--- src/hdl/sfk_pkg.sv ---
// Package for the squarefree kernel trial-division core.
// Holds the default width, controller state type and controller/datapath command and status structs.
// No dependencies.
package sfk_pkg;

    // Default operand width
    localparam int VALUE_BITS_DEF = 31;

    // Controller states
    typedef enum logic [2:0] {
        S_IDLE,
        S_DIV_INIT,
        S_DIV_RUN,
        S_EVAL,
        S_MUL_D,
        S_MUL_FIN,
        S_FINISH
    } t_state;

    // Commands from controller to datapath
    typedef struct packed {
        logic load;           // capture input, product = 1, divisor = 2
        logic div_start;      // start serial divide rest / divisor
        logic div_step;       // one restoring divide step
        logic strip;          // rest = quotient, flip parity
        logic next_div;       // advance divisor (2 -> 3, else +2), clear parity
        logic mul_start_d;    // start product * divisor
        logic mul_start_rest; // start product * remaining value
        logic mul_step;       // one shift-add step
        logic mul_commit;     // product = accumulator
        logic out_kernel;     // present product as result
        logic out_zero;       // present zero-input flag
    } t_dp_cmd;

    // Status from datapath to controller
    typedef struct packed {
        logic in_zero;     // input value is zero
        logic div_last;    // last divide step in progress
        logic rem_zero;    // divisor divides remaining value
        logic bound_fail;  // odd divisor exceeds rest / divisor on first trial
        logic par;         // odd count of current divisor
        logic mplier_zero; // multiplier fully consumed
        logic rest_gt1;    // remaining value above one
    } t_dp_sts;

endpackage

--- src/hdl/squarefree_kernel_trial_division_core.sv ---
// Top level of the squarefree kernel trial-division core.
// Joins sfk_ctrl and sfk_dpath; depends on sfk_pkg.
//
//  channel  | signals                                  | handshake
//  ---------+------------------------------------------+------------------------------
//  command  | start, i_value_in                        | transfer when start && !busy
//  result   | o_valid, o_kernel_out, o_bad_input       | one-cycle strobe, no stall
//
// Each trial divide runs the serial restoring divider, one bit per cycle; each odd-count
// prime adds one multiply cycle per multiplier bit plus a commit, and a leftover prime
// a final state to present the result. A 31-bit prime takes about 23000 trials.
// Zero input: the result strobes in the cycle after the transfer and busy never rises.
// Reset is synchronous, active low, and returns the controller to idle.
// The result strobe lasts one cycle and cannot be held off by the receiver.
module squarefree_kernel_trial_division_core #(
    parameter int VALUE_BITS = sfk_pkg::VALUE_BITS_DEF
) (
    input  logic                  i_clk,
    input  logic                  i_rst_n,
    input  logic                  start,
    output logic                  busy,
    input  logic [VALUE_BITS-1:0] i_value_in,
    output logic                  o_valid,
    output logic [VALUE_BITS-1:0] o_kernel_out,
    output logic                  o_bad_input
);
    import sfk_pkg::*;

    t_dp_cmd cmd;
    t_dp_sts sts;

    // Sequencer
    sfk_ctrl u_ctrl (
        .i_clk   (i_clk),
        .i_rst_n (i_rst_n),
        .i_start (start),
        .i_sts   (sts),
        .o_cmd   (cmd),
        .o_busy  (busy)
    );

    // Divider, multiplier and result registers
    sfk_dpath #(
        .VALUE_BITS (VALUE_BITS)
    ) u_dpath (
        .i_clk        (i_clk),
        .i_rst_n      (i_rst_n),
        .i_value_in   (i_value_in),
        .i_cmd        (cmd),
        .o_sts        (sts),
        .o_valid      (o_valid),
        .o_kernel_out (o_kernel_out),
        .o_bad_input  (o_bad_input)
    );

endmodule

--- src/hdl/sfk_ctrl.sv ---
// Controller state machine for the squarefree kernel core.
// Sequences divide, strip, multiply and result steps; depends on sfk_pkg.
module sfk_ctrl (
    input  logic            i_clk,
    input  logic            i_rst_n,
    input  logic            i_start,
    input  sfk_pkg::t_dp_sts i_sts,
    output sfk_pkg::t_dp_cmd o_cmd,
    output logic            o_busy
);
    import sfk_pkg::*;

    t_state r_state;
    t_state n_state;

    // State register
    always_ff @(posedge i_clk) begin
        if (!i_rst_n) begin
            r_state <= S_IDLE;
        end else begin
            r_state <= n_state;
        end
    end

    // Next state and commands
    always_comb begin
        n_state = r_state;
        o_cmd   = '0;
        unique case (r_state)
            S_IDLE: begin
                if (i_start) begin
                    if (i_sts.in_zero) begin
                        o_cmd.out_zero = 1'b1;
                    end else begin
                        o_cmd.load = 1'b1;
                        n_state    = S_DIV_INIT;
                    end
                end
            end
            S_DIV_INIT: begin
                o_cmd.div_start = 1'b1;
                n_state         = S_DIV_RUN;
            end
            S_DIV_RUN: begin
                o_cmd.div_step = 1'b1;
                if (i_sts.div_last) begin
                    n_state = S_EVAL;
                end
            end
            S_EVAL: begin
                priority if (i_sts.bound_fail) begin
                    // trial loop over: leftover above one is a single prime
                    if (i_sts.rest_gt1) begin
                        o_cmd.mul_start_rest = 1'b1;
                        n_state              = S_MUL_FIN;
                    end else begin
                        o_cmd.out_kernel = 1'b1;
                        n_state          = S_IDLE;
                    end
                end else if (i_sts.rem_zero) begin
                    o_cmd.strip = 1'b1;
                    n_state     = S_DIV_INIT;
                end else if (i_sts.par) begin
                    o_cmd.mul_start_d = 1'b1;
                    n_state           = S_MUL_D;
                end else begin
                    o_cmd.next_div = 1'b1;
                    n_state        = S_DIV_INIT;
                end
            end
            S_MUL_D: begin
                if (i_sts.mplier_zero) begin
                    o_cmd.mul_commit = 1'b1;
                    o_cmd.next_div   = 1'b1;
                    n_state          = S_DIV_INIT;
                end else begin
                    o_cmd.mul_step = 1'b1;
                end
            end
            S_MUL_FIN: begin
                if (i_sts.mplier_zero) begin
                    o_cmd.mul_commit = 1'b1;
                    n_state          = S_FINISH;
                end else begin
                    o_cmd.mul_step = 1'b1;
                end
            end
            S_FINISH: begin
                o_cmd.out_kernel = 1'b1;
                n_state          = S_IDLE;
            end
            default: begin
                n_state = S_IDLE;
            end
        endcase
    end

    assign o_busy = (r_state != S_IDLE);

    // Returning to idle always issues a result
    a_idle_with_result: assert property (@(posedge i_clk) disable iff (!i_rst_n)
        (r_state != S_IDLE && n_state == S_IDLE) |-> o_cmd.out_kernel)
        else $error("controller returned to idle without a result");

    // Divide runs only after it was started
    a_div_after_init: assert property (@(posedge i_clk) disable iff (!i_rst_n)
        (r_state == S_DIV_RUN) |-> ($past(r_state) == S_DIV_INIT || $past(r_state) == S_DIV_RUN))
        else $error("divide step without start");

endmodule

--- src/hdl/sfk_dpath.sv ---
// Datapath for the squarefree kernel core: serial restoring divider,
// shift-add multiplier, trial state and result registers. Depends on sfk_pkg.
module sfk_dpath #(
    parameter int VALUE_BITS = sfk_pkg::VALUE_BITS_DEF
) (
    input  logic                  i_clk,
    input  logic                  i_rst_n,
    input  logic [VALUE_BITS-1:0] i_value_in,
    input  sfk_pkg::t_dp_cmd      i_cmd,
    output sfk_pkg::t_dp_sts      o_sts,
    output logic                  o_valid,
    output logic [VALUE_BITS-1:0] o_kernel_out,
    output logic                  o_bad_input
);
    import sfk_pkg::*;

    // Divisor never passes sqrt of the value plus two
    localparam int DIV_BITS = VALUE_BITS / 2 + 2;
    localparam int CNT_BITS = $clog2(VALUE_BITS);
    localparam logic [DIV_BITS-1:0] DIV_TWO   = DIV_BITS'(2);
    localparam logic [DIV_BITS-1:0] DIV_THREE = DIV_BITS'(3);

    logic [VALUE_BITS-1:0] r_rest;
    logic [DIV_BITS-1:0]   r_div;
    logic                  r_par;
    logic                  r_first;
    logic [VALUE_BITS-1:0] r_prod;
    logic [VALUE_BITS-1:0] r_quo;
    logic [DIV_BITS-1:0]   r_rem;
    logic [CNT_BITS-1:0]   r_cnt;
    logic [VALUE_BITS-1:0] r_mcand;
    logic [VALUE_BITS-1:0] r_mplier;
    logic [VALUE_BITS-1:0] r_acc;
    logic                  r_valid;
    logic [VALUE_BITS-1:0] r_kernel;
    logic                  r_bad;

    logic [DIV_BITS:0]     rem_sh;
    logic                  rem_ge;
    logic [DIV_BITS:0]     rem_sub;

    // One restoring divide step
    assign rem_sh  = {r_rem, r_quo[VALUE_BITS-1]};
    assign rem_ge  = (rem_sh >= {1'b0, r_div});
    assign rem_sub = rem_sh - {1'b0, r_div};

    // Trial state: remaining value, divisor, parity, product
    always_ff @(posedge i_clk) begin
        if (i_cmd.load) begin
            r_rest  <= i_value_in;
            r_div   <= DIV_TWO;
            r_par   <= 1'b0;
            r_first <= 1'b1;
            r_prod  <= VALUE_BITS'(1);
        end else begin
            if (i_cmd.strip) begin
                r_rest  <= r_quo;
                r_par   <= ~r_par;
                r_first <= 1'b0;
            end
            if (i_cmd.next_div) begin
                r_div   <= (r_div == DIV_TWO) ? DIV_THREE : r_div + DIV_TWO;
                r_par   <= 1'b0;
                r_first <= 1'b1;
            end
            if (i_cmd.mul_commit) begin
                r_prod <= r_acc;
            end
        end
    end

    // Serial divider
    always_ff @(posedge i_clk) begin
        if (i_cmd.div_start) begin
            r_quo <= r_rest;
            r_rem <= '0;
            r_cnt <= CNT_BITS'(VALUE_BITS - 1);
        end else if (i_cmd.div_step) begin
            r_quo <= {r_quo[VALUE_BITS-2:0], rem_ge};
            r_rem <= rem_ge ? rem_sub[DIV_BITS-1:0] : rem_sh[DIV_BITS-1:0];
            r_cnt <= r_cnt - CNT_BITS'(1);
        end
    end

    // Shift-add multiplier, product kept modulo the value width
    always_ff @(posedge i_clk) begin
        if (i_cmd.mul_start_d || i_cmd.mul_start_rest) begin
            r_mcand  <= r_prod;
            r_mplier <= i_cmd.mul_start_d ? VALUE_BITS'(r_div) : r_rest;
            r_acc    <= '0;
        end else if (i_cmd.mul_step) begin
            if (r_mplier[0]) begin
                r_acc <= r_acc + r_mcand;
            end
            r_mcand  <= {r_mcand[VALUE_BITS-2:0], 1'b0};
            r_mplier <= {1'b0, r_mplier[VALUE_BITS-1:1]};
        end
    end

    // Result registers and strobe
    always_ff @(posedge i_clk) begin
        if (!i_rst_n) begin
            r_valid <= 1'b0;
        end else begin
            r_valid <= i_cmd.out_kernel || i_cmd.out_zero;
        end
    end

    always_ff @(posedge i_clk) begin
        if (i_cmd.out_zero) begin
            r_kernel <= '0;
            r_bad    <= 1'b1;
        end else if (i_cmd.out_kernel) begin
            r_kernel <= r_prod;
            r_bad    <= 1'b0;
        end
    end

    // Status to controller
    always_comb begin
        o_sts.in_zero     = (i_value_in == '0);
        o_sts.div_last    = (r_cnt == '0);
        o_sts.rem_zero    = (r_rem == '0);
        o_sts.bound_fail  = (r_div != DIV_TWO) && r_first && (VALUE_BITS'(r_div) > r_quo);
        o_sts.par         = r_par;
        o_sts.mplier_zero = (r_mplier == '0);
        o_sts.rest_gt1    = (r_rest > VALUE_BITS'(1));
    end

    assign o_valid      = r_valid;
    assign o_kernel_out = r_kernel;
    assign o_bad_input  = r_bad;

    // Remainder stays below divisor after every divide step
    a_rem_below_div: assert property (@(posedge i_clk) disable iff (!i_rst_n)
        $past(i_cmd.div_step) |-> (r_rem < r_div))
        else $error("divider remainder not below divisor");

    // Zero-input flag always comes with a zero kernel
    a_bad_zero: assert property (@(posedge i_clk) disable iff (!i_rst_n)
        (r_valid && r_bad) |-> (r_kernel == '0))
        else $error("flagged result with nonzero kernel");

endmodule

--- config.mk ---
export PLATFORM = sky130hd
export DESIGN_NAME = squarefree_kernel_trial_division_core
export DESIGN_NICKNAME = d
export VERILOG_FILES = /design/src/hdl/sfk_pkg.sv /design/src/hdl/squarefree_kernel_trial_division_core.sv /design/src/hdl/sfk_ctrl.sv /design/src/hdl/sfk_dpath.sv
export SDC_FILE = /design/constraint.sdc
export NUM_CORES = 1
export LEC_CHECK = 0
export BUFFER_PORTS_ARGS = -buffer_cell sky130_fd_sc_hd__buf_2
export CAP_MARGIN = 25
export CORE_MARGIN = 2
export CORE_UTILIZATION = 40
export CTS_BUF_LIST = sky130_fd_sc_hd__clkbuf_8
export CTS_CLUSTER_DIAMETER = 40
export CTS_CLUSTER_SIZE = 16
export DETAILED_ROUTE_END_ITERATION = 7
export GPL_ROUTABILITY_DRIVEN = 1
export PLACE_DENSITY_LB_ADDON = 0.12
export SETUP_SLACK_MARGIN = 0.1
export SYNTH_ARGS = -nofsm -noshare
export SYNTH_HDL_FRONTEND = slang
export SYNTH_SLANG_ARGS = --single-unit
--- constraint.sdc ---
create_clock -name i_clk -period 9.7 [get_ports i_clk]
set_input_delay 0.97 -clock i_clk [delete_from_list [all_inputs] [get_ports i_clk]]
set_output_delay 0.97 -clock i_clk [all_outputs]
set_load 0.01 [all_outputs]
==> summary.txt <==
Detailed routing
  • DR iter-0 viols: 689
  • TritonRoute pass-1 iters: 5
  • Vias: 10900
  • DRC: 0
  • Routed Antenna Nets: 0
  • Vias per inst: 5.31
  • Wire length per cell: approximately 17 um
  • Total Routed Length: 35.3 mm

Run
  • Max Cap Viol: 0

Clock tree
  • Max Root-Sink Buffers: 3
  • Skew-Pair Late Insertion Delay: 0.58 ns
  • Setup Buffers After CTS: 0
  • Num CTS Buffers: 43
  • H-tree depth: 2
  • # resized after CTS: 0
  • CTS tree: built
  • Clock-pin transition on the worst setup and hold timing paths: 0.07 ns
  • Sink Count: 263
  • Root buffer cell: clkbuf_8
  • Post-CTS Hold Fix Bufs: 0

GRT
  • Global-route wire length before repair: 56.9 mm
  • Vias in the first global route: 10800
  • Gr usage total: 0.200
  • Initial antenna violation count: 0
  • Largest net degree at the start of global routing: 60
  • GRT overflow: 0

STA
  • Fin. Hold Viols: 0
  • Max_slew headroom: 0.334
  • Minimum clock period: 3.96 ns
  • Least-Margin Pin Slew: 0.995 ns
  • Final Slew Violations: 0
  • Tcrit/Tclk final: 0.408
  • Worst Slack Setup Final: 5.74 ns
  • # setup viols final: 0
  • Layout Skew: between 0.03 and 0.04 ns
  • Setup TNS: 0 ns
  • Peak Freq: 253 MHz
  • RSZ-0062 raised after global routing: false

Yosys
  • Area leader, netlist: edfxtp_1
  • Synth Flop Type: dfxtp_1
  • Post-synthesis register bit count: 263
  • Sequential-to-total area share from yosys stat: 0.482
  • Most numerous cell in the Yosys netlist: nand2_1
  • Top-area cell type share of the netlist area: 0.276
  • Number of synthesized flops with an enable pin: approximately 120
  • Post-synth design cell area: 0.0135 sq mm
  • Synth area leaders: edfxtp_1 28%, dfxtp_1 21%, nand2_1 10%
  • Post-synthesis instance total: 1502
  • Avg Inst Size Synth: 8.98 sq um
  • Post-Syn Nets: between 1500 and 2000
  • Post-synth top cells: 368 x nand2_1, 139 x dfxtp_1, 124 x edfxtp_1, 115 x nor2_1, 111 x a21oi_1
  • Synth cell types: 68
  • Yosys synthesis warning count: 0
  • FFs w/ async S/R, synth: 0

Worst setup path
  • Critical Path RT: 9.90 ns
  • CP Class: flop to flop
  • Reg2reg end: u_dpath.r_mplier[12]
  • CP max stage delay: 0.67 ns
  • Critical Path End: u_dpath.r_mplier[12]
  • Reg-to-reg slack, setup: 5.74 ns
  • Crit start category: flop
  • WP data arrival: 4.16 ns
  • Crit path buf inv count: 1
  • RR Startpoint: u_dpath.r_div[10]
  • Crit. End Element: flop
  • Crit. Startpoint: u_dpath.r_div[10]
  • R2R cell count: 9
  • Stages on the worst setup path: 9
  • Critical Path Slowest Stage Cell: a221oi_2
  • Critical path cell sequence: ha_1, nand4_1, nor2_1, o31ai_1, a221oi_2, and2_4, nor2_4, o21ai_4, buf_4
  • CP max FO: 45
  • CP top delay family: compound AO/OA/AOI/OAI gates

Place
  • Post-place setup slack: just under 6 ns
  • Area after DPL: 0.0143 sq mm
  • Hpwl dp: roughly 24 mm
  • RD Place Congestion: 0.832
  • Port Buffers: 67

Cells and area
  • Filler cell count: 3374
  • Layout area overhead: 12.8%
  • Design Area, Final: roughly 0.015 sq mm
  • Layout Nets: about 1700
  • Layout cells sized above 1: 0.120
  • Antenna cells: 0

Floorplan
  • Die width: 188 um
  • Initial core utilization: 0.404
  • Die ar.: 0.0352 sq mm
  • FP Rows: 67
  • Core outline area: 0.0334 sq mm
  • IO Count: 68
  • Die Height: 188 um

Pwr
  • PD cells: 220 mW/mm^2
  • Worst ir drop on vdd: 0.143 mV
  • Total design power: 3.34 mW
  • Leakage: around 6.3 nW

Worst hold path
  • HP Class: flop to flop

Status
  • Status: finished, final reports clean
-- worst min-delay path by stage --
stage	from	endpoint	slack, ns	cells past startpoint
after floorplan	u_dpath.r_first	u_dpath.r_first	0.43	1
after global placement	u_dpath.o_bad_input	u_dpath.o_bad_input	0.44	1
after detailed placement	u_dpath.o_bad_input	u_dpath.o_bad_input	0.45	1
after CTS	u_dpath.o_bad_input	u_dpath.o_bad_input	0.47	1
after global routing	u_dpath.o_bad_input	u_dpath.o_bad_input	0.49	1
final	u_dpath.o_bad_input	u_dpath.o_bad_input	0.46	1
-- state kept, by name (all words and copies together), names as in the netlist, 3 cells and up --
register / count
u_dpath.r_rem: 17
u_dpath.o_kernel_out: 31
u_dpath.r_rest: 31
u_dpath.r_mcand: 31
u_ctrl.r_state: 3
u_dpath.r_mplier: 31
u_dpath.r_div: 17
u_dpath.r_quo: 31
u_dpath.r_cnt: 5
u_dpath.r_prod: 31
u_dpath.r_acc: 31
-- per-stage QoR --
step	cells	util	hold WS, ns
6_report	2046	0.456	0.461
5_1_grt	2046	0.456	0.492
4_1_cts	2045	0.456	0.466
3_5_place_dp	1968	0.428	0.448
3_3_place_gp	1967	0.427	0.437
2_1_floorplan	1502	-	0.427
-- layout make-up --
type | instances | area (sq um) | area share
Timing Repair Buffer | 83 | 468 | 0.0307
Sequential cell | 263 | 6510 | 0.428
Inverter | 60 | 225 | 0.0148
Tap cell | 448 | 561 | 0.0368
Multi-Input combinational cell | 1115 | 6510 | 0.428
Clock inverter | 33 | 340 | 0.0224
Clock buffer | 44 | 606 | 0.0398
-- report_power, final --
part | internal, mW | switching, mW
clock network | 0.574 | 0.497
logic | 0.368 | 0.538
registers | 1.28 | 0.0875
-- cell families after synthesis --
logic type      after synthesis  share of synthesized area
buf+inv                     124                     0.0387
simple gates                630                      0.203
flops                       263                      0.482
xor+xnor                     50                     0.0325
fa+ha+maj                    68                     0.0642
mux                          50                     0.0384
compound gates              317                      0.141
-- worst register-to-register path, delay by kind of cell (launching register included) --
family / cells / cell delay (ns)
adders and majority gates: 1 / 0.35
and+or+nand+nor: 4 / 1.04
AOI/OAI and AO/OA: 3 / 1.21
DFF: 1 / 0.39
buffers and inverters: 1 / 0.57
-- per-layer routing --
layer  vias up  share of wire  GRT usage
met3        63          0.037     0.0286
met5         -              0          0
met4         0          0.024     0.0627
met1      5193           0.46      0.261
li1       5386              -          -
met2       229           0.48      0.343
-- cells in the final DEF (no fill, tap or decap), types with 8 or more instances in the layout --
master / count
ha_1: 66
nor2b_1: 10
mux2_2: 14
mux2i_1: 36
a21o_1: 24
a21oi_1: 111
nand3_1: 17
dfxtp_1: 139
nand2_1: 367
buf_4: 14
xor2_1: 18
o21a_1: 12
nand2b_1: 10
edfxtp_1: 124
clkinvlp_4: 10
o21ai_0: 93
xnor2_1: 32
and2_1: 8
nand4_1: 16
nor3_1: 15
nor2_1: 114
clkbuf_8: 44
nor4_1: 35
a22oi_1: 18
inv_1: 66
buf_2: 67
Note: power is estimated with default switching activity, not from simulation.
